--- config.mk ---
export PLATFORM = sky130hd
export DESIGN_NAME = nearest_neighbor_search_unit
export DESIGN_NICKNAME = d
export VERILOG_FILES = /design/src/rtl/core/nns_pkg.sv /design/src/rtl/core/nearest_neighbor_search_unit.sv
export SDC_FILE = /design/constraint.sdc
export NUM_CORES = 2
export LEC_CHECK = 0
export BUFFER_PORTS_ARGS = -buffer_cell sky130_fd_sc_hd__buf_2
export CAP_MARGIN = 5
export CORE_AREA = 2 2 315 317
export CTS_BUF_LIST = sky130_fd_sc_hd__clkbuf_4 sky130_fd_sc_hd__clkbuf_8
export DETAILED_ROUTE_END_ITERATION = 8
export DIE_AREA = 0 0 317 319
export GPL_ROUTABILITY_DRIVEN = 0
export PLACE_DENSITY = 0.76
export SYNTH_ARGS = -nofsm -noshare
export SYNTH_HDL_FRONTEND = slang
export SYNTH_SLANG_ARGS = --single-unit
--- constraint.sdc ---
create_clock -name clk -period 8.5 [get_ports clk]
set_clock_uncertainty 0.15 [all_clocks]
set_input_delay 0.425 -clock clk [delete_from_list [all_inputs] [get_ports clk]]
set_output_delay 0.425 -clock clk [all_outputs]
set_load 0.02 [all_outputs]
--- src/rtl/core/nns_pkg.sv ---
package nns_pkg;

  // field widths of the item and result ports
  localparam int FUNC_W   = 2;
  localparam int TEMP_W   = 16;
  localparam int HOUR_W   = 5;
  localparam int DAY_W    = 5;
  localparam int LABEL_W  = 4;
  localparam int STATUS_W = 2;
  localparam int MIDX_W   = 5;
  localparam int DIST_W   = 33;

  // operation codes
  localparam logic [FUNC_W-1:0] FUNC_APPEND = 2'd0;
  localparam logic [FUNC_W-1:0] FUNC_QUERY  = 2'd1;
  localparam logic [FUNC_W-1:0] FUNC_CLEAR  = 2'd2;

  // status codes
  localparam logic [STATUS_W-1:0] STATUS_OK    = 2'd0;
  localparam logic [STATUS_W-1:0] STATUS_FULL  = 2'd1;
  localparam logic [STATUS_W-1:0] STATUS_EMPTY = 2'd2;

  // one stored reference entry
  typedef struct packed {
    logic signed [TEMP_W-1:0] temperature;
    logic [HOUR_W-1:0]        hour;
    logic [DAY_W-1:0]         day;
    logic [LABEL_W-1:0]       month;
  } entry_t;

endpackage

--- src/rtl/core/nearest_neighbor_search_unit.sv ---
// Nearest-neighbor search over a table of up to MAX_ENTRIES reference entries held in one
// synchronous memory. Any item other than a query on a loaded table goes from acceptance
// through the finish state to the output register. A query streams the loaded entries out
// of the single read port of the table memory one per cycle through a three-stage distance
// pipeline (absolute differences, squares, sum and compare), then drains it and finishes.
// The smallest squared distance wins and ties go to the lower index. Only one item is in
// flight at a time, but a new item is accepted while the previous result still waits in
// the output register.
module nearest_neighbor_search_unit #(
  parameter int MAX_ENTRIES = 32
) (
  input  logic                                 clk,
  input  logic                                 rst_n,
  // item channel
  input  logic                                 in_valid,
  output logic                                 in_stall,
  input  logic [nns_pkg::FUNC_W-1:0]           in_func,
  input  logic signed [nns_pkg::TEMP_W-1:0]    in_temperature,
  input  logic [nns_pkg::HOUR_W-1:0]           in_hour,
  input  logic [nns_pkg::DAY_W-1:0]            in_day,
  input  logic [nns_pkg::LABEL_W-1:0]          in_month_label,
  // result channel
  output logic                                 out_valid,
  input  logic                                 out_stall,
  output logic [nns_pkg::STATUS_W-1:0]         out_status,
  output logic [nns_pkg::MIDX_W-1:0]           out_match_index,
  output logic signed [nns_pkg::TEMP_W-1:0]    out_match_temperature,
  output logic [nns_pkg::HOUR_W-1:0]           out_match_hour,
  output logic [nns_pkg::DAY_W-1:0]            out_match_day,
  output logic [nns_pkg::LABEL_W-1:0]          out_match_month,
  output logic [nns_pkg::DIST_W-1:0]           out_min_dist_sq
);
  import nns_pkg::*;

  localparam int CNT_W = $clog2(MAX_ENTRIES + 1);
  localparam int IDX_W = (MAX_ENTRIES > 1) ? $clog2(MAX_ENTRIES) : 1;
  localparam int SQT_W = 2 * TEMP_W;
  localparam int SQS_W = 2 * HOUR_W + 1;

  typedef enum logic [3:0] {
    ST_IDLE   = 4'b0001,
    ST_SCAN   = 4'b0010,
    ST_DRAIN  = 4'b0100,
    ST_FINISH = 4'b1000
  } state_t;

  state_t state_r, state_nxt;

  logic [CNT_W-1:0] count_r;
  logic [CNT_W-1:0] scan_cnt_r;

  // latched item
  logic [FUNC_W-1:0]        q_func_r;
  logic signed [TEMP_W-1:0] q_temp_r;
  logic [HOUR_W-1:0]        q_hour_r;
  logic [DAY_W-1:0]         q_day_r;
  logic [STATUS_W-1:0]      res_status_r;
  logic                     hit_r;

  // table memory
  entry_t mem [MAX_ENTRIES];
  entry_t rd_data_r;

  // pipeline
  logic                  v1_r, v2_r, v3_r;
  logic [IDX_W-1:0]      idx1_r, idx2_r, idx3_r;
  entry_t                ent2_r, ent3_r;
  logic [TEMP_W-1:0]     dt_r;
  logic [HOUR_W-1:0]     dh_r;
  logic [DAY_W-1:0]      dd_r;
  logic [SQT_W-1:0]      sqt_r;
  logic [SQS_W-1:0]      sqs_r;

  // running best
  logic                  found_r;
  logic [DIST_W-1:0]     best_d_r;
  logic [IDX_W-1:0]      best_idx_r;
  entry_t                best_ent_r;

  // output register
  logic                  out_valid_r;
  logic [STATUS_W-1:0]   out_status_r;
  logic [MIDX_W-1:0]     out_idx_r;
  entry_t                out_ent_r;
  logic [DIST_W-1:0]     out_dist_r;

  logic in_acc;
  logic issue;
  logic last_issue;
  logic slot_free;
  logic is_full;
  logic we;

  logic signed [TEMP_W:0] diff_t;
  logic [TEMP_W:0]        mag_t;
  logic [HOUR_W-1:0]      mag_h;
  logic [DAY_W-1:0]       mag_d;
  logic [DIST_W-1:0]      cand_dist;

  // handshake
  assign in_stall  = (state_r != ST_IDLE);
  assign in_acc    = in_valid && !in_stall;
  assign slot_free = !out_valid_r || !out_stall;
  assign is_full   = (count_r == CNT_W'(MAX_ENTRIES));
  assign we        = in_acc && (in_func == FUNC_APPEND) && !is_full;
  assign issue     = (state_r == ST_SCAN);
  assign last_issue = issue && (scan_cnt_r == count_r - CNT_W'(1));

  // next state
  always_comb begin
    state_nxt = state_r;
    case (state_r)
      ST_IDLE: begin
        if (in_acc) begin
          if (in_func == FUNC_QUERY && count_r != '0) state_nxt = ST_SCAN;
          else state_nxt = ST_FINISH;
        end
      end
      ST_SCAN: begin
        if (last_issue) state_nxt = ST_DRAIN;
      end
      ST_DRAIN: begin
        if (!v1_r && !v2_r && !v3_r) state_nxt = ST_FINISH;
      end
      ST_FINISH: begin
        if (slot_free) state_nxt = ST_IDLE;
      end
      default: state_nxt = ST_IDLE;
    endcase
  end

  // control registers
  always_ff @(posedge clk) begin
    if (!rst_n) begin
      state_r    <= ST_IDLE;
      count_r    <= '0;
      scan_cnt_r <= '0;
      v1_r       <= 1'b0;
      v2_r       <= 1'b0;
      v3_r       <= 1'b0;
      found_r    <= 1'b0;
      out_valid_r <= 1'b0;
    end else begin
      state_r <= state_nxt;
      v1_r    <= issue;
      v2_r    <= v1_r;
      v3_r    <= v2_r;
      if (in_acc) begin
        scan_cnt_r <= '0;
        found_r    <= 1'b0;
        if (in_func == FUNC_CLEAR) count_r <= '0;
        else if (we) count_r <= count_r + CNT_W'(1);
      end
      if (issue) scan_cnt_r <= scan_cnt_r + CNT_W'(1);
      if (v3_r && (!found_r || cand_dist < best_d_r)) found_r <= 1'b1;
      if (state_r == ST_FINISH && slot_free) out_valid_r <= 1'b1;
      else if (out_valid_r && !out_stall) out_valid_r <= 1'b0;
    end
  end

  // latch the accepted item
  always_ff @(posedge clk) begin
    if (in_acc) begin
      q_func_r <= in_func;
      q_temp_r <= in_temperature;
      q_hour_r <= in_hour;
      q_day_r  <= in_day;
      hit_r    <= (in_func == FUNC_QUERY) && (count_r != '0);
      if (in_func == FUNC_APPEND && is_full) res_status_r <= STATUS_FULL;
      else if (in_func == FUNC_QUERY && count_r == '0) res_status_r <= STATUS_EMPTY;
      else res_status_r <= STATUS_OK;
    end
  end

  // table memory: one write port for appends, one registered read port for the scan
  always_ff @(posedge clk) begin
    if (we) mem[count_r[IDX_W-1:0]] <= '{in_temperature, in_hour, in_day, in_month_label};
    rd_data_r <= mem[scan_cnt_r[IDX_W-1:0]];
  end

  // stage 1: absolute differences
  assign diff_t = {q_temp_r[TEMP_W-1], q_temp_r}
                - {rd_data_r.temperature[TEMP_W-1], rd_data_r.temperature};
  assign mag_t  = diff_t[TEMP_W] ? (TEMP_W+1)'(-diff_t) : (TEMP_W+1)'(diff_t);
  assign mag_h  = (q_hour_r >= rd_data_r.hour) ? q_hour_r - rd_data_r.hour
                                               : rd_data_r.hour - q_hour_r;
  assign mag_d  = (q_day_r >= rd_data_r.day) ? q_day_r - rd_data_r.day
                                             : rd_data_r.day - q_day_r;

  // pipeline payload
  always_ff @(posedge clk) begin
    idx1_r <= scan_cnt_r[IDX_W-1:0];
    // stage 1
    dt_r   <= mag_t[TEMP_W-1:0];
    dh_r   <= mag_h;
    dd_r   <= mag_d;
    idx2_r <= idx1_r;
    ent2_r <= rd_data_r;
    // stage 2: squares
    sqt_r  <= SQT_W'(dt_r) * SQT_W'(dt_r);
    sqs_r  <= SQS_W'(SQS_W'(dh_r) * SQS_W'(dh_r)) + SQS_W'(SQS_W'(dd_r) * SQS_W'(dd_r));
    idx3_r <= idx2_r;
    ent3_r <= ent2_r;
  end

  // stage 3: sum and keep the first smallest
  assign cand_dist = DIST_W'(sqt_r) + DIST_W'({sqs_r, 8'd0});

  always_ff @(posedge clk) begin
    if (v3_r && (!found_r || cand_dist < best_d_r)) begin
      best_d_r   <= cand_dist;
      best_idx_r <= idx3_r;
      best_ent_r <= ent3_r;
    end
  end

  // result register
  always_ff @(posedge clk) begin
    if (state_r == ST_FINISH && slot_free) begin
      out_status_r <= res_status_r;
      if (hit_r) begin
        out_idx_r  <= MIDX_W'(best_idx_r);
        out_ent_r  <= best_ent_r;
        out_dist_r <= best_d_r;
      end else begin
        out_idx_r  <= '0;
        out_ent_r  <= '0;
        out_dist_r <= '0;
      end
    end
  end

  assign out_valid             = out_valid_r;
  assign out_status            = out_status_r;
  assign out_match_index       = out_idx_r;
  assign out_match_temperature = out_ent_r.temperature;
  assign out_match_hour        = out_ent_r.hour;
  assign out_match_day         = out_ent_r.day;
  assign out_match_month       = out_ent_r.month;
  assign out_min_dist_sq       = out_dist_r;

  // checks
  a_count_bound: assert property (@(posedge clk) disable iff (!rst_n)
    count_r <= CNT_W'(MAX_ENTRIES))
    else $error("entry count above table size");

  a_pipe_empty_idle: assert property (@(posedge clk) disable iff (!rst_n)
    (state_r == ST_IDLE) |-> !(v1_r || v2_r || v3_r))
    else $error("distance pipeline busy while idle");

  a_result_from_finish: assert property (@(posedge clk) disable iff (!rst_n)
    $rose(out_valid_r) |-> $past(state_r == ST_FINISH))
    else $error("result loaded outside finish");

  a_query_found: assert property (@(posedge clk) disable iff (!rst_n)
    (state_r == ST_FINISH && hit_r) |-> found_r)
    else $error("query finished without a candidate");

  a_func_hit: assert property (@(posedge clk) disable iff (!rst_n)
    (state_r == ST_SCAN) |-> (q_func_r == FUNC_QUERY))
    else $error("scan started for a non-query item");

endmodule

Word level (Yosys, flattened, before mapping). Memory sizes are Yosys's and may differ from the RTL's. A register that Yosys moved wholly into a read port is not among the register bits. Index checks and enable logic that the tools add are counted.

Register bits: 332. Bits in latches: 0. RAM bits: 960. Bits in read-only memories: 0. Input port bits: 36. Output and inout port bits: 72. Logic and storage cells: 124. Memories kept: 1.

Add/sub/neg operators: 11. Multipliers: 3. Divide/modulo/power cells: 0. $lt $le $gt $ge: 3. Eq/ne operators: 13. Shift-type cells: 0. Muxes and demuxes: 20. Bitwise operators: 0. Reduce and logical (&&, ||, !) cells: 31.

Memory list: mem (depth 32, width 30, rd ports 1, clocked after Yosys merged registers in 1, wr ports 1, line nearest_neighbor_search_unit.sv:61) `entry_t mem [MAX_ENTRIES];`.

Operator list (count): $add A32 B19 Y33 (1); $lt A33 B33 Y1 (1); $mul A16 B16 Y32 (1); $mux W6 (4); $mul A5 B5 Y10 (2); $mux W4 (5); $sub A5 B5 Y5 (4); $sub A16 B16 Y17 (1); $mux W16 (1); $neg A16 Y16 (1); $pmux W4 S4 (1); $add A6 B1 Y6 const B (2); $logic_and A1 B1 Y1 (12); $add A10 B10 Y11 (1); $ge A5 B5 Y1 (2); $mux W5 (2); $logic_not A1 Y1 (8); $reduce_bool A2 Y1 (4); $eq A6 B6 Y1 (1); $eq A6 B6 Y1 const B (1); $logic_not A6 Y1 (1); $mux W1 (6); $ne A2 B2 Y1 const B (3); $reduce_bool A6 Y1 (1); other kinds (14) (15).

Logic depth before layout (Yosys ltp).
Depth after elaboration: 7. Depth in mapped cells: 25. Gate-level depth less buffers: 24.

Worst setup path after synthesis. Ideal clock, no wire load.

Path type: register to register. Start point: reg sqt_r[8]. End point: reg best_d_r[0] (enable). Setup time: 0.532 ns. Arrival: 7.129 ns. Required time: 7.818 ns. Slack: 0.690 ns. Stages on the path, launching flop included: 22. Buffers on the path: 1. Clock period less this slack: 7.810 ns. Cell sequence: dfxtp_1 ha_1 fa_1 a21o_1 a21oi_1 o21bai_1 a21oi_1 nor2b_1 o21ai_0 a21oi_1 clkbuf_1 nor3_1 nor2_1 ha_1 a21o_1 a21o_1 a211oi_1 o21ai_0 o211ai_1 o211ai_1 a221o_1 a41oi_1.

Longest elaborated chain between the ends: 4.

Ends and longest elaborated chain: from (decl) (line nearest_neighbor_search_unit.sv:71) `logic [SQT_W-1:0] sqt_r;`; from (signal assigned) (line nearest_neighbor_search_unit.sv:200) `sqt_r <= SQT_W'(dt_r) * SQT_W'(dt_r);`; $add A32 B19 Y33 (line nearest_neighbor_search_unit.sv:207) `assign cand_dist = DIST_W'(sqt_r) + DIST_W'({sqs_r, 8'd0});`; net cand_dist[18] (line nearest_neighbor_search_unit.sv:98) `logic [DIST_W-1:0] cand_dist;`; $lt A33 B33 Y1 (line nearest_neighbor_search_unit.sv:210) `if (v3_r && (!found_r || cand_dist < best_d_r)) begin`; $logic_or A1 B1 Y1 (line nearest_neighbor_search_unit.sv:210); $logic_and A1 B1 Y1 (line nearest_neighbor_search_unit.sv:210); to (signal assigned) (line nearest_neighbor_search_unit.sv:211) `best_d_r <= cand_dist;`; to (decl) (line nearest_neighbor_search_unit.sv:76) `logic [DIST_W-1:0] best_d_r;`.

The timed path passes the listed nets, and every way through them passes these cells. A chain may end at the register's enable or synchronous reset.

Worst setup path in the final report.
Start point: reg dt_r[10]. End point: reg sqt_r[30].

Longest elaborated chain between the ends: 1.

Ends and longest elaborated chain: from (decl) (line nearest_neighbor_search_unit.sv:68) `logic [TEMP_W-1:0] dt_r;`; from (signal assigned) (line nearest_neighbor_search_unit.sv:194) `dt_r <= mag_t[TEMP_W-1:0];`; $mul A16 B16 Y32 (line nearest_neighbor_search_unit.sv:200).

No other way between the ends.

==> reports/qor.csv <==
metric,value,unit
status,completed,
port bufs,106,
number of synthesized flops with an enable pin,1125,
DRC,0,
ratio of cells with drive above 1 in the final layout,22.9,%
worst path required time,9.07,ns
syn_nets,3866,
Routed wire per std cell,24.5,um
"Async S/R FF share, synth",0,%
Die Ht,319,um
Via density,5.89,
Layout area overhead,12.1,%
max_slew headroom,20.0,%
sequential share of the synthesized area,64.5,%
die width,317,um
R2R Path Start,dt_r[10],
Synth cell types,71,
post-synthesis xor/xnor area fraction,1.43,%
Critical Path End,sqt_r[30],
RSZ-0062 raised after global routing,false,
core area,0.0977,mm2
leading register cell type out of synthesis,edfxtp_1,
worst skew pair latency,0.90,ns
main combinational cell family by area after synthesis,multiplexers,
CTS Buf Count,197,
H-tree depth,4,
Pre-antenna DRT Iters,6,
# setup viols final,0,
R2R Setup Slk,1.23,ns
# rows,115,
FF-to-FF End,sqt_r[30],
IO Pins,108,
DRT Wirelength,126000,um
first-pass GRT wire length,191000,um
Worst R2R Path Depth,23,
cell area after synthesis,0.0584,mm2
Final Cycle Share,85.5,%
total track usage,25.8,%
HP Class,reg2reg,
1st-iter DRT viols,3097,
post-synthesis simple-gate area fraction,4.51,%
Mapped Avg Cell Area,17.0,um2
worst slew pin tran,1.18,ns
Yosys Warn Count,0,
# Max-Cap Violations,0,
crit path capture type,register,
Synth Instances,3428,
# nets final,4144,
Overflow after GRT,0,
post-synthesis compound-gate area fraction,2.89,%
clk root buf,clkbuf_8,
origin of the worst setup path,dt_r[10],
Final ANT Viol Nets,0,
clock buffer depth,3,
Final Hold Viols,0,
Clock Sinks,1319,
CTS-repair resized insts,0,
die area,0.101,mm2
Seq cells post-synth,1319,
CTS tree,done,
hpwl dp,76600,um
Final Max Tran Viols,0,
clk slew on worst S/H paths,0.06,ns
# fillers,6367,
Worst Setup Start Kind,register,
Synth Area in Adders,11.0,%
Setup TNS,0,ns
largest net degree at the start of global routing,111,
Peak Freq,138,MHz
critical path type,reg2reg,
Critical Path Fanout Max,13,
Initial Util,59.7,%
CP Data Arrival Time,7.84,ns
post-synthesis mux area share,12.5,%
vias in the first global route,31200,
initial antenna violation count,9,
via count,30400,
crit path time final,7.27,ns
## cells in the final DEF (no fill, tap or decap), types with 37 or more instances in the layout
master,netlist,routed
edfxtp_1,1125,1125
dfxtp_1,194,189
dlygate4sd3_1,0,38
fa_1,189,189
nor2_1,126,95
clkbuf_4,0,64
buf_2,0,106
inv_1,370,370
and2_1,123,123
clkbuf_8,0,221
ha_1,213,213
buf_4,1,48
a21oi_1,66,65
o21ai_0,53,53
nand2_1,139,139
xnor2_1,66,66
mux2_2,37,37
mux4_2,300,300
## sequential cells by signal, indices dropped and copies added, names as in the netlist, 6 cells and up
name and flops:
sqt_r 31, ent3_r 30, out_match_temperature 16, out_min_dist_sq 32
rd_data_r 30, count_r 6, scan_cnt_r 6, q_temp_r 16
sqs_r 11, ent2_r 30, dt_r 16, best_d_r 32
mem 960, best_ent_r 30
## worst min-delay path by stage
stage / startpoint / to / cells past startpoint / slack [ns]
3_5_place_dp: idx1_r[0] / idx2_r[0] / 0 / 0.16
5_1_grt: ent2_r[27] / ent3_r[27] / 0 / 0.18
4_1_cts: idx1_r[3] / idx2_r[3] / 0 / 0.18
2_1_floorplan: rd_data_r[0] / ent2_r[0] / 0 / 0.16
3_3_place_gp: idx2_r[3] / idx3_r[3] / 0 / 0.16
6_report: idx1_r[2] / idx2_r[2] / 0 / 0.17
## critical path, cell delays in order, from the launching register on
cell	delay, ns
dfxtp_1	0.66
inv_1	0.25
nor2_1	0.24
inv_1	0.09
fa_1	0.51
inv_1	0.06
fa_1	0.52
inv_1	0.05
fa_1	0.38
inv_1	0.08
fa_1	0.44
fa_1	0.54
inv_1	0.05
fa_1	0.47
inv_1	0.04
ha_1	0.34
a211oi_1	0.26
o21ai_0	0.13
a221o_1	0.35
a32o_1	0.28
o41ai_1	0.51
o21ai_0	0.23
o41a_1	0.35
xor2_1	0.15
## per-layer routing
metal | vias up | GRT usage (%) | wire length [um]
met2 | 1370 | 42.0 | 63100
met1 | 15400 | 35.5 | 48800
met3 | 248 | 4.81 | 10900
met4 | 8 | 8.46 | 3450
met5 | - | 0 | 45
li1 | 13300 | - | -
## final cells by class
cell class                      count  area (um2)  share of cell area (%)
Tap cell                         1287        1610                    2.46
Antenna cell                        3        7.51                  0.0115
Multi-Input combinational cell   1625       19100                    29.3
Clock inverter                     74         756                    1.16
Inverter                          370        1390                    2.12
Sequential cell                  1319       37700                    57.6
Timing Repair Buffer              193        1290                    1.97
Clock buffer                      285        3520                    5.38
## synthesized netlist by cell type (9+ instances only)
cell type	count	area [um2]
a21o_1	30	225
a21oi_1	66	330
and2_1	123	769
and3_1	12	75.1
buf_1	18	67.6
clkbuf_1	95	357
dfxtp_1	194	3880
edfxtp_1	1125	33800
fa_1	189	3780
ha_1	213	2670
inv_1	370	1390
mux2_2	37	417
mux2i_1	10	100
mux4_2	300	6760
nand2_1	139	522
nand2b_1	12	75.1
nand3_1	23	115
nor2_1	126	473
nor2b_1	23	144
nor3_1	22	110
o211ai_1	13	97.6
o21a_1	12	90.1
o21ai_0	53	265
o21bai_1	9	67.6
xnor2_1	66	578
xor2_1	29	254
## stage by stage
| step | hold WS (ns) | util (%) | worst slack (ns) | cells | cell area (um2) |
|---|---|---|---|---|---|
| 2_1_floorplan | 0.160 | - | 0.690 | 3428 | 58400 |
| 3_3_place_gp | 0.161 | 62.2 | 1.41 | 4756 | 60700 |
| 3_5_place_dp | 0.162 | 62.2 | 1.25 | 4756 | 60700 |
| 4_1_cts | 0.175 | 66.9 | 1.25 | 5153 | 65400 |
| 5_1_grt | 0.180 | 66.9 | 0.888 | 5156 | 65400 |
| 6_report | 0.172 | 66.9 | 1.23 | 5156 | 65400 |
## logic make-up after synthesis
group / after synthesis
and+or+nand+nor: 526
xor gates and xnor gates: 95
buffers and inverters: 484
DFF: 1319
other: 1
AOI/OAI and AO/OA: 254
adders and majority gates: 402
muxes: 347
## timing repair
| item | in CTS | in global routing |
|---|---|---|
| hold buffers | 38 | 0 |
| buffers inserted | 0 | 0 |
| endpoints found under the hold margin | 1010 | 0 |
Power is not shown: default switching activity piles up to over one toggle a cycle in this logic, so the estimate is an artifact.
